### config.mk
export PLATFORM = sky130hd
export DESIGN_NAME = dtmd_cell
export DESIGN_NICKNAME = d
export VERILOG_FILES = /design/src/hw/rtl/dart_throwing_min_distance_filter_unit_assert.svh /design/src/hw/rtl/dtmd_pkg.sv /design/src/hw/rtl/dtmd_cell.sv
export SDC_FILE = /design/constraint.sdc
export NUM_CORES = 2
export LEC_CHECK = 0
export BUFFER_PORTS_ARGS = -buffer_cell sky130_fd_sc_hd__buf_2
export CAP_MARGIN = 40
export CORE_ASPECT_RATIO = 1.5
export CORE_MARGIN = 3
export CORE_UTILIZATION = 45
export CTS_BUF_LIST = sky130_fd_sc_hd__clkbuf_8
export CTS_CLUSTER_SIZE = 14
export DETAILED_ROUTE_END_ITERATION = 8
export PLACE_DENSITY_LB_ADDON = 0.12
export SYNTH_ARGS = -nofsm -noshare
export SYNTH_HDL_FRONTEND = slang
export SYNTH_SLANG_ARGS = --single-unit
### constraint.sdc
create_clock -name clk -period 20.1 [get_ports clk]
set_clock_uncertainty 0.2 [all_clocks]
set_input_delay 4.02 -clock clk [delete_from_list [all_inputs] [get_ports clk]]
set_output_delay 4.02 -clock clk [all_outputs]
set_load 0.05 [all_outputs]
### src/hw/rtl/dart_throwing_min_distance_filter_unit_assert.svh
// assertion macros for the filter unit rtl
`ifndef DART_THROWING_MIN_DISTANCE_FILTER_UNIT_ASSERT_SVH
`define DART_THROWING_MIN_DISTANCE_FILTER_UNIT_ASSERT_SVH

// same-cycle implication, disabled during reset
`define DTMD_ASSERT_NOW(lbl, ante, cons, msg) \
    lbl: assert property (@(posedge clk) disable iff (!rst_n) (ante) |-> (cons)) \
        else $error(msg);

// next-cycle implication, disabled during reset
`define DTMD_ASSERT_NEXT(lbl, ante, cons, msg) \
    lbl: assert property (@(posedge clk) disable iff (!rst_n) (ante) |=> (cons)) \
        else $error(msg);

`endif

### src/hw/rtl/dtmd_pkg.sv
package dtmd_pkg;

    localparam int STORE_DEPTH_DEF = 1024;
    localparam int COORD_BITS_DEF  = 24;

    localparam int THR_W   = 52;
    localparam int QUOTA_W = 11;
    localparam int INDEX_W = 32;
    localparam int CFG_IDX_W = 1;

    localparam logic [QUOTA_W-1:0] QUOTA_RESET = 11'd1024;

    typedef enum logic [CFG_IDX_W-1:0] {
        CFG_MIN_DIST_SQ  = 1'b0,
        CFG_ACCEPT_QUOTA = 1'b1
    } cfg_reg_t;

    typedef enum logic [1:0] {
        REQ_START     = 2'd0,
        REQ_PRELOAD   = 2'd1,
        REQ_CANDIDATE = 2'd2,
        REQ_UNUSED    = 2'd3
    } req_t;

    typedef enum logic [2:0] {
        OUT_ACCEPTED  = 3'd0,
        OUT_TOO_CLOSE = 3'd1,
        OUT_QUOTA     = 3'd2,
        OUT_PRELOADED = 3'd3,
        OUT_FULL      = 3'd4,
        OUT_CLEARED   = 3'd5
    } outcome_t;

    typedef enum logic [2:0] {
        ST_IDLE  = 3'b001,
        ST_SWEEP = 3'b010,
        ST_RESP  = 3'b100
    } state_t;

endpackage

### src/hw/rtl/dtmd_cell.sv
// one stored point; checks the squares handed in by the left neighbor and
// forms its own squares against the passing candidate
module dtmd_cell #(
    parameter int COORD_BITS = dtmd_pkg::COORD_BITS_DEF,
    parameter int SQ_W       = 2 * COORD_BITS + 2,
    parameter int CMP_W      = 2 * COORD_BITS + 4
) (
    input  logic                        clk,
    input  logic                        rst_n,
    input  logic                        wr_en,
    input  logic                        active,
    input  logic [CMP_W-1:0]            thr,
    input  logic signed [COORD_BITS-1:0] wx_in,
    input  logic signed [COORD_BITS-1:0] wy_in,
    input  logic signed [COORD_BITS-1:0] wz_in,
    input  logic signed [COORD_BITS-1:0] cx_in,
    input  logic signed [COORD_BITS-1:0] cy_in,
    input  logic signed [COORD_BITS-1:0] cz_in,
    input  logic                        close_in,
    input  logic                        pend_in,
    input  logic [SQ_W-1:0]             sqx_in,
    input  logic [SQ_W-1:0]             sqy_in,
    input  logic [SQ_W-1:0]             sqz_in,
    output logic signed [COORD_BITS-1:0] cx_out,
    output logic signed [COORD_BITS-1:0] cy_out,
    output logic signed [COORD_BITS-1:0] cz_out,
    output logic                        close_out,
    output logic                        pend_out,
    output logic [SQ_W-1:0]             sqx_out,
    output logic [SQ_W-1:0]             sqy_out,
    output logic [SQ_W-1:0]             sqz_out
);
    localparam int D_W = COORD_BITS + 1;

    logic signed [COORD_BITS-1:0] px_reg, py_reg, pz_reg;
    logic signed [COORD_BITS-1:0] cx_reg, cy_reg, cz_reg;
    logic [SQ_W-1:0]              sqx_reg, sqy_reg, sqz_reg;
    logic                         close_reg, pend_reg;
    logic                         close_next;
    logic [CMP_W-1:0]             sum;
    logic signed [D_W-1:0]        dx, dy, dz;
    logic [D_W-1:0]               mx, my, mz;

    // distance to the previous cell's point
    assign sum = CMP_W'(sqx_in) + CMP_W'(sqy_in) + CMP_W'(sqz_in);
    assign close_next = close_in | (pend_in & (sum < thr));

    assign dx = D_W'(cx_in) - D_W'(px_reg);
    assign dy = D_W'(cy_in) - D_W'(py_reg);
    assign dz = D_W'(cz_in) - D_W'(pz_reg);
    assign mx = dx[D_W-1] ? D_W'(-dx) : D_W'(dx);
    assign my = dy[D_W-1] ? D_W'(-dy) : D_W'(dy);
    assign mz = dz[D_W-1] ? D_W'(-dz) : D_W'(dz);

    always_ff @(posedge clk)
    begin
        // new point comes straight from the held word, not from the chain
        if (wr_en)
        begin
            px_reg <= wx_in;
            py_reg <= wy_in;
            pz_reg <= wz_in;
        end
        cx_reg  <= cx_in;
        cy_reg  <= cy_in;
        cz_reg  <= cz_in;
        sqx_reg <= SQ_W'(mx * mx);
        sqy_reg <= SQ_W'(my * my);
        sqz_reg <= SQ_W'(mz * mz);
    end

    always_ff @(posedge clk or negedge rst_n)
    begin
        if (!rst_n)
        begin
            close_reg <= 1'b0;
            pend_reg  <= 1'b0;
        end
        else
        begin
            close_reg <= close_next;
            pend_reg  <= active;
        end
    end

    assign cx_out    = cx_reg;
    assign cy_out    = cy_reg;
    assign cz_out    = cz_reg;
    assign close_out = close_reg;
    assign pend_out  = pend_reg;
    assign sqx_out   = sqx_reg;
    assign sqy_out   = sqy_reg;
    assign sqz_out   = sqz_reg;
endmodule

==> metrics.txt <==
status finished, final reports clean; fill cell count 14,700; arrival time worst endpoint 16.26 ns; syn avg cell area 9.25 um2; I/O pin count 576; Placeable Area 152,000 um2; final instance area 75,800 um2; detailed placer's ending HPWL 181 mm; row count 175; nets@finish 10,600; total congestion overflow 0; hold endpoint sqy_out[2]$_DFF_P_; Die W 325 um; final setup TNS 0 ns; Hold Slack 0.958 ns; Setup Viol. Count Final 0; Achievable Freq 0.0632 GHz; DRT iter0 DRCs 2,876; clock latency at the later pin of the worst-skew pair 0.75 ns; first-pass GRT wire length 337 mm; worst-case reg-to-reg path depth 37; worst r2r src pz_reg[0]$_DFFE_PP_; WL met2 112 mm; post-synthesis sequential area ratio 0.0959; Max Buffers Root-to-Sink 3; Async S/R FF share, synth 0.00683; share of the synthesized area in the top cell type 0.424; CP endpoint kind flip-flop; hold path depth 4; Post-DP Area 74,600 um2; Top FF cell, synth dfxtp_1; slowest CP cell nor4_1; top layer in use met5; WP buf/inv 8; Crit path max-delay family adder cells; RSZ-0062 raised after global routing no; Hold Path Class reg -> reg; HP Start py_reg[1]$_DFFE_PP_; register-to-register setup slack 7.35 ns; Synth area leaders fa_1 42%, ha_1 13%, inv_1 10%; number of I/O port buffers 572; Setup Fix Bufs, Post-CTS 0; post-route antenna net violation count 0; wire per inst 21.3 um; largest area contributor in the netlist fa_1; met3 WL 13.7 mm; Fin. Hold Viols 0; CP Data Required Time 20.52 ns; Multi-input gate area 54,600 um2; Area Overhead vs Synth 10.2%; final max-slew violation count 0; crit path kind in -> reg; GPL Wtd Cong 0.952; total area of sequential cells 6600 um2; clk sinks 293; Slew @ Worst Pin 0.926 ns; Post-Syn Instances 7,437; routed wire length 215 mm; CTS buffer count 52; starting density of the core 0.453; clk root buf clkbuf_8; total number of vias 53,100; die area 158,000 um2; Clock transition at path regs 0.08 ns; Total GRT Usage 0.278; critical-path maximum fanout 17; Via density 5.24; CTS H-tree lvls 2; CTS tree yes; Critical Path Source Type primary input; pin count of the biggest net entering global routing 47; hold_buf cts 0; cell repeated most along the worst path fa_1; share of layout cells above drive strength 1 0.106; Post-route DRC 0; Period minus WS final 15.83 ns; Distinct cells, synth 106; period utilisation layout 0.788; Max transition margin 0.382; synthesis-stage register bit count 293; die height 485 um; Max stage delay on crit path 0.72 ns; post_cts resized 0; EDFF count, synth 72; number of global-route vias before repair 59,400; cell area after synthesis 68,800 um2; MaxCap Viol Count 0; initial antenna violation count 30; YS warnings 0; wl on met1 77.8 mm; total iterations of the first detailed-routing run 6; reg-to-reg endpoint sqz_out[48]$_DFF_P_
final cells by class:
type	count	share of cell area
multi-input combinational	5118	0.721
inverter	1893	0.0937
sequential	293	0.0870
timing repair buffer	678	0.0484
tap	2035	0.0336
clock buffer	57	0.0104
clock inverter	39	0.00545
antenna	17	0.000561
tightest hold or removal path, cell delays in order (launching register included):
cell and delay [ns]:
edfxtp_1 0.38, fa_1 0.28, ha_1 0.18, a21oi_1 0.18, nor2_1 0.11
kinds of logic after synthesis:
logic type / after synthesis / share of synthesized area
flip-flops: 293 / 0.0959
adder cells (fa/ha/maj): 2172 / 0.554
AO/OA/AOI/OAI: 867 / 0.0834
multiplexers: 4 / 0.000600
AND/OR/NAND/NOR: 1693 / 0.109
XOR/XNOR: 325 / 0.0425
other: 2 / 0.000109
buffers and inverters: 2081 / 0.114
metal layers:
metal  up-vias  GRT usage
li1      23900          -
met2      1971      0.514
met4        10      0.133
met5         -          0
met1     26600      0.312
met3       553     0.0439
through the flow:
step,worst slack [ns],utilization,cells
after global placement,3.55,0.491,10000
final,4.27,0.499,10100
after floorplan,5.84,-,7492
after detailed placement,3.57,0.491,10000
after global routing,3.67,0.499,10100
after CTS,4.41,0.499,10100
cells in the mapped netlist (9+ instances only):
| cell | instances |
|---|---|
| a2111oi_0 | 11 |
| a211o_1 | 12 |
| a211oi_1 | 31 |
| a21o_1 | 164 |
| a21oi_1 | 237 |
| a221o_1 | 9 |
| a31oi_1 | 41 |
| and2_1 | 31 |
| and3_1 | 30 |
| and4_1 | 13 |
| buf_1 | 11 |
| buf_2 | 16 |
| clkbuf_1 | 155 |
| dfxtp_1 | 219 |
| edfxtp_1 | 72 |
| fa_1 | 1458 |
| ha_1 | 714 |
| inv_1 | 1872 |
| inv_2 | 13 |
| nand2_1 | 596 |
| nand2b_1 | 52 |
| nand3_1 | 74 |
| nand3b_1 | 9 |
| nand4_1 | 42 |
| nor2_1 | 655 |
| nor2b_1 | 35 |
| nor3_1 | 61 |
| nor4_1 | 12 |
| o211ai_1 | 17 |
| o21a_1 | 46 |
| o21ai_0 | 146 |
| o21bai_1 | 23 |
| o31a_1 | 10 |
| o31ai_1 | 18 |
| or2_2 | 23 |
| or3_1 | 18 |
| xnor2_1 | 208 |
| xor2_1 | 108 |
layout by cell type, fill, tap and decap left out, types with 61 or more instances in the layout:
master	instances
edfxtp_1	72
buf_4	102
inv_1	1884
nor2_1	655
a21oi_1	237
dfxtp_1	219
a21o_1	164
nor3_1	61
nand2_1	596
xor2_1	100
fa_1	1458
xnor2_1	203
ha_1	714
o21ai_0	146
nand3_1	74
buf_2	573
worst max path at each step:
stage                     startpoint             endpoint  slack (ns)  cells past startpoint
after floorplan             cx_in[0]  sqx_out[47]$_DFF_P_        5.84                     39
after global placement      cz_in[0]  sqz_out[48]$_DFF_P_        3.55                     39
after detailed placement    cz_in[0]  sqz_out[48]$_DFF_P_        3.57                     39
after CTS                   cz_in[0]  sqz_out[48]$_DFF_P_        4.41                     39
after global routing        cz_in[0]  sqz_out[48]$_DFF_P_        3.67                     39
final                       cz_in[0]  sqz_out[48]$_DFF_P_        4.27                     39
Power is not shown: default switching activity piles up to over one toggle a cycle in this logic, so the estimate is an artifact.
